$ cat config.mk
export PLATFORM = sky130hd
export DESIGN_NAME = sacl_lookup
export DESIGN_NICKNAME = d
export VERILOG_FILES = /design/src/hw/rtl/sacl_pkg.sv /design/src/hw/rtl/sacl_lookup.sv
export SDC_FILE = /design/constraint.sdc
export NUM_CORES = 1
export LEC_CHECK = 0
export BUFFER_PORTS_ARGS = -buffer_cell sky130_fd_sc_hd__clkbuf_2
export CORE_AREA = 2 2 241 243
export DETAILED_ROUTE_END_ITERATION = 16
export DIE_AREA = 0 0 243 245
export PLACE_DENSITY = 0.44
export SYNTH_ARGS = -nofsm -noshare
export SYNTH_HDL_FRONTEND = slang
export SYNTH_SLANG_ARGS = --single-unit
export TNS_END_PERCENT = 50
$ cat constraint.sdc
create_clock -name vclk -period 40.8
set_clock_uncertainty 0.15 [all_clocks]
set_input_delay 8.16 -clock vclk [all_inputs]
set_output_delay 8.16 -clock vclk [all_outputs]
set_load 0.03 [all_outputs]
$ cat src/hw/rtl/sacl_pkg.sv
// Shared types and constants for the set-associative LRU cache simulation unit.
// No dependencies; every other file of the block but sacl_ram imports this package.
package sacl_pkg;

  // Build-time geometry
  localparam int MAX_SET_BITS = 6;
  localparam int MAX_WAYS     = 8;
  localparam int NUM_SETS     = 1 << MAX_SET_BITS;
  localparam int SET_W        = (MAX_SET_BITS > 0) ? MAX_SET_BITS : 1;
  localparam int RANK_W       = (MAX_WAYS > 1) ? $clog2(MAX_WAYS) : 1;
  localparam int WAY_IDX_W    = (MAX_WAYS > 1) ? $clog2(MAX_WAYS) : 1;
  localparam int WAYCNT_W     = $clog2(MAX_WAYS + 1);

  localparam logic [RANK_W-1:0] RANK_MAX = RANK_W'(MAX_WAYS - 1);

  // Field widths
  localparam int ADDR_W = 32;
  localparam int TAG_W  = 32;
  localparam int CNT_W  = 32;
  localparam int CMD_W  = 2;

  // Configuration port
  localparam int CFG_IDX_W  = 2;
  localparam int CFG_DATA_W = 5;

  localparam logic [CFG_IDX_W-1:0] CFG_SET_BITS   = 2'd0;
  localparam logic [CFG_IDX_W-1:0] CFG_BLOCK_BITS = 2'd1;
  localparam logic [CFG_IDX_W-1:0] CFG_WAYS       = 2'd2;

  localparam logic [2:0] SET_BITS_RST   = 3'd4;
  localparam logic [4:0] BLOCK_BITS_RST = 5'd4;
  localparam logic [3:0] WAYS_RST       = 4'd1;

  typedef enum logic [CMD_W-1:0] {
    CMD_LOAD   = 2'd0,
    CMD_STORE  = 2'd1,
    CMD_MODIFY = 2'd2,
    CMD_IFETCH = 2'd3
  } cmd_e;

  // One way of a set row as kept in the row memory
  typedef struct packed {
    logic              valid;
    logic [RANK_W-1:0] rank;
    logic [TAG_W-1:0]  tag;
  } way_t;

  typedef way_t [MAX_WAYS-1:0] row_t;

  localparam int ROW_W = $bits(row_t);

  // Outcome of one lookup
  typedef struct packed {
    logic hit;
    logic evict;
  } lookup_res_t;

endpackage

$ cat src/hw/rtl/sacl_lookup.sv
// Tag compare, LRU rank update and victim selection over one set row.
// Depends on sacl_pkg.
module sacl_lookup import sacl_pkg::*; (
  input  row_t                row_i,
  input  logic [TAG_W-1:0]    tag_i,
  input  logic [WAYCNT_W-1:0] ways_i,
  output row_t                row_o,
  output lookup_res_t         res_o
);

  logic [MAX_WAYS-1:0]  in_use;
  logic [MAX_WAYS-1:0]  match;
  logic [MAX_WAYS-1:0]  empty;
  logic                 hit_found;
  logic                 fill_found;
  logic [WAY_IDX_W-1:0] hit_way;
  logic [WAY_IDX_W-1:0] fill_way;
  logic [WAY_IDX_W-1:0] vic_way;
  logic [RANK_W-1:0]    vic_rank;
  logic [RANK_W-1:0]    hit_rank;
  logic [WAY_IDX_W-1:0] sel_way;

  // Per-way compare
  always_comb begin
    for (int w = 0; w < MAX_WAYS; w++) begin
      in_use[w] = (WAYCNT_W'(w) < ways_i);
      match[w]  = in_use[w] && row_i[w].valid && (row_i[w].tag == tag_i);
      empty[w]  = in_use[w] && !row_i[w].valid;
    end
  end

  // Lowest matching way, lowest empty way, lowest way with the largest rank
  always_comb begin
    hit_found  = 1'b0;
    fill_found = 1'b0;
    hit_way    = '0;
    fill_way   = '0;
    hit_rank   = '0;
    vic_way    = '0;
    vic_rank   = row_i[0].rank;
    for (int w = 0; w < MAX_WAYS; w++) begin
      if (match[w] && !hit_found) begin
        hit_found = 1'b1;
        hit_way   = WAY_IDX_W'(w);
        hit_rank  = row_i[w].rank;
      end
      if (empty[w] && !fill_found) begin
        fill_found = 1'b1;
        fill_way   = WAY_IDX_W'(w);
      end
      if (w > 0 && in_use[w] && (row_i[w].rank > vic_rank)) begin
        vic_way  = WAY_IDX_W'(w);
        vic_rank = row_i[w].rank;
      end
    end
  end

  assign sel_way = hit_found ? hit_way : (fill_found ? fill_way : vic_way);

  // Age valid ways (on a hit only younger ones); selected way becomes newest
  always_comb begin
    row_o = row_i;
    for (int w = 0; w < MAX_WAYS; w++) begin
      if (in_use[w] && (WAY_IDX_W'(w) != sel_way) && row_i[w].valid &&
          (row_i[w].rank < RANK_MAX) && (!hit_found || (row_i[w].rank < hit_rank))) begin
        row_o[w].rank = row_i[w].rank + RANK_W'(1);
      end
    end
    row_o[sel_way].rank = '0;
    if (!hit_found) begin
      row_o[sel_way].valid = 1'b1;
      row_o[sel_way].tag   = tag_i;
    end
  end

  assign res_o.hit   = hit_found;
  assign res_o.evict = !hit_found && !fill_found;

endmodule

==> impl_metrics.yaml <==
route:
  firstDrtPassIters: 6
  num_vias: 12400
  postRouteAntennaNets: 0
  wirelength_um: 70600
  drt-initial-drc-count: 747
  viasPerCell: 4.86
  drcViolationCount: 0
  wl_per_cell_um: 27.8
outcome:
  status: "complete, no violations"
place:
  place_area_um2: 13400
  port_buffers: 614
  gp_congestion: 0.925
  place.detailed.hpwl_um: 61100
logic_synthesis:
  ys_top_cells_by_count: "mux2_1 (176), xor2_1 (131), xnor2_1 (125)"
  synth_top_area_share_pct: 20.4
  syn_inst: 1238
  yosys.area.top_type: "mux2_1"
  yosysMostFrequentCell: "mux2_1"
  synth.avg_cell_area_um2: 7.85
  syn-cell-area_um2: 9720
  synth_cell_type_count: 77
  yosysWarnings: 0
  synthTopCellsByArea: "mux2_1 (20%), xor2_1 (12%), xnor2_1 (11%), mux2_2 (7.3%), ha_1 (4.8%)"
  synth_nets: 1599
  ys_seq_area_share_pct: 0
global_route:
  grt_busiest_layer: "met2"
  use_met3_pct: 3.70
  met1_usage_pct: 28.7
  gr-usage-all-layers_pct: 22.3
  grt_max_degree: 34
  grt_first_pass_wirelength_um: 95500
  overflow: 0
  use_met2_pct: 39.0
  antenna_found_initial: 11
  grt_pass1_vias: 12400
timing:
  fmax_mhz: 34.7
  final_max_slew_viol_count: 0
  hold_violations: 0
  rsz0062_at_grt: "false"
  max-slew-margin-rel_pct: 22.1
  tightest_slew_ns: 1.17
  timing.final.crit_share_pct: 70.5
  setup_viol_count_final: 0
  fin_crit_ns: 28.78
  tns_ns: 0
worst_setup_path:
  cpMostUsedCell: "ha_1"
  setup.worst_path.class: "input port to primary output"
  worst_setup_path_start_kind: "input port"
  crit_slowest_cell: "nand2b_2"
  slowest_delay_ns: 1.02
  critPathRequiredTime_ns: 32.49
  crit_fanout: 33
  critical_path_arrival_ns: 20.47
  cp-end-kind: "primary output"
cells_and_area:
  fillers: 6585
  sequential_cell_total: 0
  design_area_um2: 13400
  nets: 2133
  drive_above_1_share_pct: 42.7
  regArea_um2: 0
  clock_buffers: 0
  syn_to_final_growth_pct: 38.2
hold_path:
  min_path_type: "input port to primary output"
flow_run:
  drv_cap: 0
floorplanning:
  dieArea_um2: 59500
  initial_utilization_pct: 17.0
  core_um2: 57000
  die_w_um: 243
  fp.dieH_um: 245
  rows: 88
  io_pins: 614
clock_network:
  postCtsSetupRepairBufs: 0
  cts_repair_resize_count: 0
  cts_hold_buf: 0
==> critical path: cells and delay by family <==
kind	cells	cell delay [ns]
compound gates	23	5.42
fa+ha+maj	8	2.40
buf+inv	3	0.45
mux	3	1.21
simple gates	13	2.77
==> routing by layer <==
metal	part of all wire [%]	routed length (um)
met2	48	34200
met3	7.0	4920
met5	0.037	26
met4	2.5	1760
met1	42	29700
==> logic make-up after synthesis <==
group                      after synthesis  share of synthesized area, %
and+or+nand+nor                        368                          20.6
muxes                                  275                          32.7
xor gates and xnor gates               256                          23.1
AOI/OAI and AO/OA                      168                          12.0
buffers and inverters                  131                          6.53
adders and majority gates               40                          5.07
==> path summary, 6_finish.rpt <==
check                       from    endpoint  slack, ns  cells past startpoint
worst max-delay path   row_i[34]  row_o[261]      12.02                     50
worst min-delay path  row_i[165]  row_o[165]      16.58                      3
==> stage by stage <==
| step | worst slack [ns] | cells | hold WS, ns | utilization [%] |
|---|---|---|---|---|
| 2_1_floorplan | 14.44 | 1238 | 16.35 | - |
| 3_3_place_gp | 12.45 | 2535 | 16.58 | 23.5 |
| 3_5_place_dp | 12.23 | 2535 | 16.58 | 23.5 |
| 4_1_cts | 12.18 | 2535 | 16.58 | 23.5 |
| 5_1_grt | 10.99 | 2536 | 16.59 | 23.5 |
| 6_report | 12.02 | 2542 | 16.58 | 23.5 |
==> cells in the final DEF, fill, tap and decap left out, drive strengths merged, types with 4 or more instances in the layout <==
| master | instances |
|---|---|
| clkbuf | 614 |
| mux2 | 264 |
| xor2 | 131 |
| xnor2 | 125 |
| nand2 | 86 |
| nor4 | 56 |
| nand4 | 54 |
| nor2 | 48 |
| a21oi | 40 |
| ha | 37 |
| o21ai | 36 |
| nor3 | 29 |
| inv | 26 |
| buf | 23 |
| nand3 | 23 |
| o21a | 16 |
| and3 | 14 |
| a31oi | 13 |
| mux2i | 11 |
| nor2b | 8 |
| nand2b | 8 |
| diode | 7 |
| and2 | 7 |
| nor3b | 6 |
| o211ai | 6 |
| or3 | 5 |
| or2 | 5 |
| o21bai | 5 |
| a311oi | 5 |
| nand4b | 4 |
| and4 | 4 |
| o31ai | 4 |
==> layout make-up <==
cell class | instances | area [um2] | share of cell area (%)
Tap cell | 765 | 957 | 7.13
Inverter | 26 | 97.6 | 0.727
Timing Repair Buffer | 637 | 3250 | 24.2
Antenna cell | 7 | 17.5 | 0.130
Multi-Input combinational cell | 1107 | 9110 | 67.8
