**src/hw/rtl/sacl_ram.sv**
```systemverilog
// Generic single-write, single-read synchronous RAM with registered read data.
// No dependencies.
module sacl_ram #(
  parameter int WIDTH = 8,
  parameter int DEPTH = 16
) (
  input  logic                     clk_i,
  input  logic                     we_i,
  input  logic [$clog2(DEPTH)-1:0] waddr_i,
  input  logic [WIDTH-1:0]         wdata_i,
  input  logic                     re_i,
  input  logic [$clog2(DEPTH)-1:0] raddr_i,
  output logic [WIDTH-1:0]         rdata_o
);

  logic [WIDTH-1:0] mem_q [DEPTH];
  logic [WIDTH-1:0] rdata_q;

  always_ff @(posedge clk_i) begin
    if (we_i) begin
      mem_q[waddr_i] <= wdata_i;
    end
  end

  // Read data holds until the next read
  always_ff @(posedge clk_i) begin
    if (re_i) begin
      rdata_q <= mem_q[raddr_i];
    end
  end

  assign rdata_o = rdata_q;

endmodule

```
**config.mk**
```make
export PLATFORM = sky130hd
export DESIGN_NAME = sacl_ram
export DESIGN_NICKNAME = d
export VERILOG_FILES = /design/src/hw/rtl/sacl_ram.sv
export SDC_FILE = /design/constraint.sdc
export NUM_CORES = 1
export LEC_CHECK = 0
export BUFFER_PORTS_ARGS = -buffer_cell sky130_fd_sc_hd__buf_2
export CORE_MARGIN = 5
export CORE_UTILIZATION = 39
export CTS_CLUSTER_SIZE = 14
export DETAILED_ROUTE_END_ITERATION = 7
export HOLD_SLACK_MARGIN = 0.05
export SYNTH_ARGS = -nofsm -noshare
export SYNTH_HDL_FRONTEND = slang
export SYNTH_SLANG_ARGS = --single-unit
```
**constraint.sdc**
```tcl
create_clock -name clk_i -period 3.5 [get_ports clk_i]
set_input_delay 0.35 -clock clk_i [delete_from_list [all_inputs] [get_ports clk_i]]
set_output_delay 0.35 -clock clk_i [all_outputs]
set_load 0.02 [all_outputs]
```
==> metrics, run 1 <==
fraction of layout cells with a size suffix above 1 27.0%; Post-CTS Resized 0; max_slew headroom 23.8%; Synth Instances 229; crit path cell chain buf_2 -> buf_4 -> mux4_1 -> a22oi_1 -> nand2_1; Seq. cell area 4080 µm²; setup_tns 0 ns; Ys Warns 0; Reg power frac 52.8%; switching part of the total 20.5%; Worst path slowest cell mux4_1; hold_ws 0.330 ns; Setup-failing EPs final 0; Tot GR Track Use 13.9%; Hold Startpoint wdata_i[4]; top-level I/O count 27; Worst path max stage delay 0.60 ns; Row Count 42; Final min period 1.87 ns; Critical Path RT 3.66 ns; Static Leak 1.98 nW; first-pass GRT wire length 15500 µm; CTS tree built; gr ovfl total 0; most common cell after layout, fill and taps aside edfxtp_1; max capacitance violation total 0; DR vias 2371; Seq/Total Area, Yosys 78.1%; die extent in y 126 µm; clock input transition at the sequential cells of the worst setup and hold paths 0.05 ns; Diodes inserted 0; worst skew pair latency 0.41 ns; DRC violations left 0; # Post-CTS Setup Buffers 0; final WL 10200 µm; Starting Density 39.6%; via/cell ratio 5.18; die width 126 µm; Fillers 1081; Clock Sinks 136; largest net degree at the start of global routing 33; Worst-Margin Slew 1.14 ns; antenna violations before repair 0; syn avg cell area 22.8 µm²; Max Buffers Root-to-Sink 2; routability congestion estimate 0.737; CP startpoint raddr_i[0]; area occupied by multi-input gates 1060 µm²; switching power total 716 µW; crit start category input port; H-tree Lvls 4; CP Max Fanout 17; port buffer count 26; core region area 13200 µm²; CP Buf/Inv Count 2; clock share of power 42.4%; Comb pwr share 4.8%; Reg2Reg Launch Point mem_q[5][3]$_DFFE_PP_; #FFs+latches synth 136; outcome complete, no violations; Antenna Nets Post-Route 0; Synth Cell Area 5230 µm²; part of the cycle the worst path needs 53.4%; total power 3.50 mW; FMAX 0.535 GHz; Pwr Density 580 nW/µm²; Initial DRC Count 260; CP Data Arrival Time 2.03 ns; cell-internal power 2.78 mW; Final Max Slew Viols 0; WL/cell 22.3 µm; detailed-router iteration count before antenna repair 4; Setup CP Type in -> reg; number of CTS-inserted buffers 17; Layout Nets 289; syn_nets 248; Cell variety after synth 18; vias in the first global route 2485; Layout area overhead 15.4%; CP delay by family, top buffers and inverters; die footprint 15800 µm²; Tightest Hold Check Type in -> reg; post-DP HPWL 6440 µm; final hold vios 0; most frequent cells in the layout edfxtp_1, buf_2, mux4_2; Max IR drop VDD 0.356 mV; Crit. End Element register; cts hold-fix bufs 0; RSZ-0062 raised after global routing no; Worst Skew 0.00535 ns; clock root cell clkbuf_16
## per-layer routing
metal  vias up  part of all wire (%)  track usage, %
met1      1222                    45            19.3
met5         -                     0               0
met4         0                   1.4            5.49
met3         7                   5.7            4.36
li1       1065                     -               -
met2        77                    48            20.5
## registers in the layout, summed over array words and instances, names as in the netlist
signal / flops
mem_q: 128
rdata_o: 8
## metrics by stage
stage	instance area, µm²	setup WS (ns)	util [%]	cells
after floorplan	5230	1.66	-	229
after global placement	5540	1.20	42.0	427
after detailed placement	5540	1.20	42.0	427
final	6030	1.63	45.7	458
after global routing	6030	1.55	45.7	458
after CTS	6030	1.63	45.7	458
## power by group through the flow
stage | registers, mW | clock network (mW) | logic (mW)
after global placement | 1.88 | 0 | 0.167
after detailed placement | 1.88 | 0 | 0.170
after floorplan | 1.89 | 0 | 0.0926
after global routing | 1.85 | 1.58 | 0.182
final | 1.85 | 1.48 | 0.169
after CTS | 1.85 | 1.51 | 0.171
## cell type report
type,count,share of cell area [%]
Sequential cell,136,67.7
Tap cell,176,3.65
Timing Repair Buffer,32,2.90
Clock buffer,19,7.18
Clock inverter,12,1.04
Multi-Input combinational cell,83,17.5
## synth_stat cells
library cell     instances  area [µm²]
buf_2                    3        15.0
a22oi_1                 16         120
nor2b_1                  1        6.26
nand2b_1                 2        12.5
buf_4                    1        7.51
nand3b_1                 2        15.0
nor2_1                  13        48.8
or3b_2                   1        8.76
and2b_1                  1        7.51
nand2_1                  9        33.8
buf_6                    3        33.8
and2_1                   1        6.26
mux4_1                  14         368
clkdlybuf4s25_2          3        30.0
edfxtp_1               136        4080
nand3_1                  1        5.00
nor3_1                   4        20.0
mux4_2                  18         405
## cells by family (layout without fill, tap and decap cells)
kind of cell / Yosys count / count (layout) / synth area share [%]
mux: 32 / 32 / 14.8
flops: 136 / 136 / 78.1
simple gates: 35 / 35 / 3.14
buf+inv: 10 / 63 / 1.65
compound gates: 16 / 16 / 2.30
## final timing paths
check | endpoint | slack [ns] | cells past startpoint
worst max-delay path | rdata_o[1]$_DFFE_PP_ | 1.63 | 5
worst max register to register | rdata_o[3]$_DFFE_PP_ | 2.02 | 3
worst min register to register | rdata_o[0]$_DFFE_PP_ | 0.74 | 3
worst min-delay path | mem_q[7][4]$_DFFE_PP_ | 0.33 | 1
## worst reg2reg max path, cell delays in order (launching register included)
cell	delay [ns]
edfxtp_1	0.39
mux4_1	0.54
a22oi_1	0.22
nand2_1	0.08
Note: power is estimated with default switching activity, not from simulation.
==> inputs of run 2 (changes only) <==
==> constraint.sdc (replaced) <==
create_clock -name clk_i -period 1.8 [get_ports clk_i]
set_input_delay 0.18 -clock clk_i [delete_from_list [all_inputs] [get_ports clk_i]]
set_output_delay 0.18 -clock clk_i [all_outputs]
set_load 0.02 [all_outputs]
==> run 2 against run 1 <==
Setup slack lost 1.4 ns. Sequential cell count stayed put. Routed wire length decreased by 2.1%. Combinational power up 110%. Largest power group unchanged. Clock skew barely moved. Clock power up 120%. Global-route usage fell by 0.52 points. Non-clock buffer count grew 17. Via count is 1.4% higher. Die area unchanged. Count of clock-buffer cells in the layout grew 2.
==> metrics, run 2 (synthesized netlist as in run 1, its figures left out) <==
crit start category register; part of the cycle the worst path needs 87.5%; outcome complete, no violations; largest net degree at the start of global routing 33; Reg with most FFs mem_q; Antenna Nets Post-Route 0; crit path cell chain mux4_1 -> a22oi_1 -> nand2_1; CP startpoint mem_q[5][3]$_DFFE_PP_; switching power total 1.37 mW; CTS tree built; max_slew headroom 74.4%; post-route cell area 6260 µm²; FMAX 0.635 GHz; Static Leak 2.12 nW; Hold Startpoint re_i; max FFs per register 128; Worst path max stage delay 0.55 ns; worst slack, placed -0.0346 ns; Max Buffers Root-to-Sink 2; clock share of power 45.6%; dpl cell area 5690 µm²; DRC violations left 0; core region area 13200 µm²; worst skew pair latency 0.40 ns; clock root cell clkbuf_16; detailed-router iteration count before antenna repair 4; Layout Nets 306; clock input transition at the sequential cells of the worst setup and hold paths 0.06 ns; Comb pwr share 4.8%; DR vias 2405; Tightest Hold Check Type in -> reg; Post-CTS Resized 0; switching part of the total 18.9%; Layout area overhead 19.7%; Crit. End Element register; Diodes inserted 0; CP Data Arrival Time 1.71 ns; antenna violations before repair 0; final WL 10000 µm; Setup CP Type reg -> reg; # Post-CTS Setup Buffers 0; cell-internal power 5.87 mW; Clock Sinks 136; max capacitance violation total 0; final hold vios 0; routability congestion estimate 0.744; Initial DRC Count 254; Reg2Reg Depth 3; Final Max Slew Viols 0; Max IR drop VDD 0.643 mV; die width 126 µm; Pwr Density 1160 nW/µm²; die footprint 15800 µm²; via/cell ratio 5.05; final worst slack 0.225 ns; crit path capture rdata_o[3]$_DFFE_PP_; fraction of layout cells with a size suffix above 1 31.0%; R2R Path End rdata_o[3]$_DFFE_PP_; most frequent cells in the layout edfxtp_1, buf_2, buf_4; cts hold-fix bufs 0; RSZ-0062 raised after global routing no; WL/cell 21.0 µm; top-level I/O count 27; Reg2Reg Setup Slack 0.23 ns; die extent in y 126 µm; Setup-failing EPs final 0; Critical Path RT 1.94 ns; Worst-Margin Slew 0.384 ns; first-pass GRT wire length 15300 µm; gr ovfl total 0; Tot GR Track Use 13.3%; Row Count 42; port buffer count 26; Worst path slowest cell mux4_1; Starting Density 39.6%; Reg2Reg Launch Point mem_q[5][3]$_DFFE_PP_; vias in the first global route 2521; number of CTS-inserted buffers 17; most common cell after layout, fill and taps aside edfxtp_1; Final min period 1.57 ns; Reg power frac 49.6%; CP Max Fanout 1; Worst Skew 0.00563 ns; H-tree Lvls 4
-- run 2: worst max-delay path, delay by kind of cell (launching register included) --
| kind | cells | cell delay [ns] |
|---|---|---|
| simple gates | 1 | 0.10 |
| flops | 1 | 0.35 |
| mux | 1 | 0.55 |
| compound gates | 1 | 0.31 |
-- run 2: area by class of cell --
type | count | area (µm²)
Clock buffer | 21 | 440
Clock inverter | 11 | 130
Fill cell | 1086 | 6930
Multi-Input combinational cell | 83 | 1060
Sequential cell | 136 | 4080
Tap cell | 176 | 220
Timing Repair Buffer | 49 | 328
-- run 2: routing by layer --
metal	up-vias	wire length, µm	global-route usage (%)
met5	-	0	0
met4	0	109	5.11
met3	7	462	3.73
met2	58	4800	21.0
met1	1246	4630	17.8
li1	1094	-	-
-- run 2: power groups by stage --
| stage | clock, mW | sequential [mW] | combinational, mW |
|---|---|---|---|
| 2_1_floorplan | 0 | 3.67 | 0.180 |
| 3_3_place_gp | 0 | 3.65 | 0.349 |
| 3_5_place_dp | 0 | 3.65 | 0.356 |
| 4_1_cts | 3.35 | 3.59 | 0.356 |
| 5_1_grt | 3.52 | 3.59 | 0.379 |
| 6_report | 3.30 | 3.59 | 0.349 |
-- run 2: how the worst min path moves through the flow --
stage | endpoint | slack [ns] | depth (start not counted)
global route | rdata_o[3]$_DFFE_PP_ | 0.14 | 1
detailed placement | rdata_o[3]$_DFFE_PP_ | 0.57 | 1
global placement | rdata_o[3]$_DFFE_PP_ | 0.57 | 1
CTS | rdata_o[3]$_DFFE_PP_ | 0.14 | 1
finish | rdata_o[5]$_DFFE_PP_ | 0.16 | 1
floorplan | mem_q[0][0]$_DFFE_PP_ | 0.28 | 0
-- run 2: per-stage QoR --
stage	instances	util [%]	setup TNS, ns	hold slack (ns)	total power, mW
after floorplan	229	-	0	0.279	3.85
after global placement	444	43.1	0	0.569	4.00
after detailed placement	444	43.1	-0.0360	0.570	4.01
after CTS	476	47.5	0	0.145	7.30
after global routing	476	47.5	0	0.139	7.49
final	476	47.5	0	0.160	7.24
==> inputs of run 3 (changes only) <==
==> constraint.sdc (replaced) <==
create_clock -name clk_i -period 1.8 [get_ports clk_i]
set_input_delay 0.45 -clock clk_i [delete_from_list [all_inputs] [get_ports clk_i]]
set_output_delay 0.45 -clock clk_i [all_outputs]
set_load 0.02 [all_outputs]
==> run 3 against run 2 <==
Core utilization grew 0.23 points. Global-route usage grew 0.45 points. Critical path depth grew 2. Count of clock-buffer cells in the layout is the same. Sequential share of layout area shrank 0.31 points. Critical path type is now in -> reg. Critical endpoint is now rdata_o[2]$_DFFE_PP_.
==> metrics, run 3 (synthesized netlist as in run 1, its figures left out) <==
Row Count 42; clock input transition at the sequential cells of the worst setup and hold paths 0.05 ns; max capacitance violation total 0; setup_tns 0 ns; Tightest Hold Check Type in -> reg; Max IR drop VDD 0.666 mV; Setup-failing EPs final 0; die footprint 15800 µm²; FMAX 0.612 GHz; Antenna Nets Post-Route 0; Starting Density 39.6%; Reg with most FFs mem_q; Post-CTS Resized 0; post-DP HPWL 6450 µm; port buffer count 26; Worst path max stage delay 0.58 ns; Critical Path RT 1.96 ns; most common cell after layout, fill and taps aside edfxtp_1; cts hold-fix bufs 0; Initial DRC Count 171; CP Max Fanout 19; # Post-CTS Setup Buffers 0; largest net degree at the start of global routing 25; vias in the first global route 2645; post-route non-filler standard cell count 476; Tot GR Track Use 13.8%; final WL 10100 µm; detailed-router iteration count before antenna repair 4; Final Max Slew Viols 0; Max Buffers Root-to-Sink 2; clock root cell clkbuf_16; die extent in y 126 µm; gr ovfl total 0; first-pass GRT wire length 15700 µm; WL/cell 21.1 µm; hold_ws 0.413 ns; number of CTS-inserted buffers 17; max_slew headroom 47.9%; Crit. End Element register; DR vias 2394; Diodes inserted 0; routability congestion estimate 0.741; most frequent cells in the layout edfxtp_1, buf_2, buf_4; fraction of layout cells with a size suffix above 1 32.3%; via/cell ratio 5.03; Pwr Density 1160 nW/µm²; Worst-Margin Slew 0.780 ns; core region area 13200 µm²; CP Buf/Inv Count 2; antenna violations before repair 0; Worst Skew 0.00386 ns; final hold vios 0; worst skew pair latency 0.41 ns; crit start category input port; post-route cell area 6290 µm²; CP delay by family, top multiplexers; die width 126 µm; RSZ-0062 raised after global routing no; Static Leak 2.14 nW; part of the cycle the worst path needs 90.7%; Worst path slowest cell mux4_1; Final min period 1.63 ns; CP Data Arrival Time 1.79 ns; dpl cell area 5720 µm²; placed cell count 444; CTS tree built; outcome complete, no violations; Layout Nets 306; Clock Sinks 136; final core utilization 47.7%; max FFs per register 128; crit path cell chain buf_2 -> buf_12 -> mux4_1 -> a22oi_1 -> nand2_1; top-level I/O count 27; DRC violations left 0; H-tree Lvls 4; Setup CP Type in -> reg; Layout area overhead 20.3%
==> run 3: where the power goes <==
part	internal, mW	switching, mW	total (mW)
combinational	0.148	0.204	0.352
sequential	3.57	0.0163	3.59
clock	2.15	1.19	3.34
==> run 3: final cells by class <==
| cell class | count | area [µm²] |
|---|---|---|
| clock buffer | 21 | 440 |
| clock inverter | 11 | 130 |
| fill | 1078 | 6900 |
| multi-input combinational | 83 | 1060 |
| sequential | 136 | 4080 |
| tap | 176 | 220 |
| timing repair buffer | 49 | 353 |
==> run 3: worst reg2reg max path, cell delays in order (launching register included) <==
cell and delay (ns):
edfxtp_1 0.37, mux4_1 0.51, a22oi_1 0.31, nand2_1 0.10
==> run 3: layer usage <==
layer	vias up	share of wire [%]	GRT usage [%]
li1	1095	-	-
met1	1225	45	18.4
met2	63	48	21.2
met3	11	4.8	4.06
met4	0	1.7	5.87
met5	-	0	0
==> run 3: worst paths after layout <==
| kind | to | slack [ns] | cells after the start | start |
|---|---|---|---|---|
| worst max-delay path | rdata_o[2]$_DFFE_PP_ | 0.17 | 5 | raddr_i[0] |
| worst min-delay path | rdata_o[2]$_DFFE_PP_ | 0.41 | 1 | re_i |
| worst max register to register | rdata_o[2]$_DFFE_PP_ | 0.26 | 3 | mem_q[2][2]$_DFFE_PP_ |
| worst min register to register | rdata_o[4]$_DFFE_PP_ | 0.74 | 3 | mem_q[8][4]$_DFFE_PP_ |
==> run 3: through the flow <==
stage	power, mW	worst slack (ns)
6_report	7.28	0.167
3_5_place_dp	4.01	-0.276
3_3_place_gp	4.00	-0.211
5_1_grt	7.53	0.119
2_1_floorplan	3.85	0.0676
4_1_cts	7.33	0.163
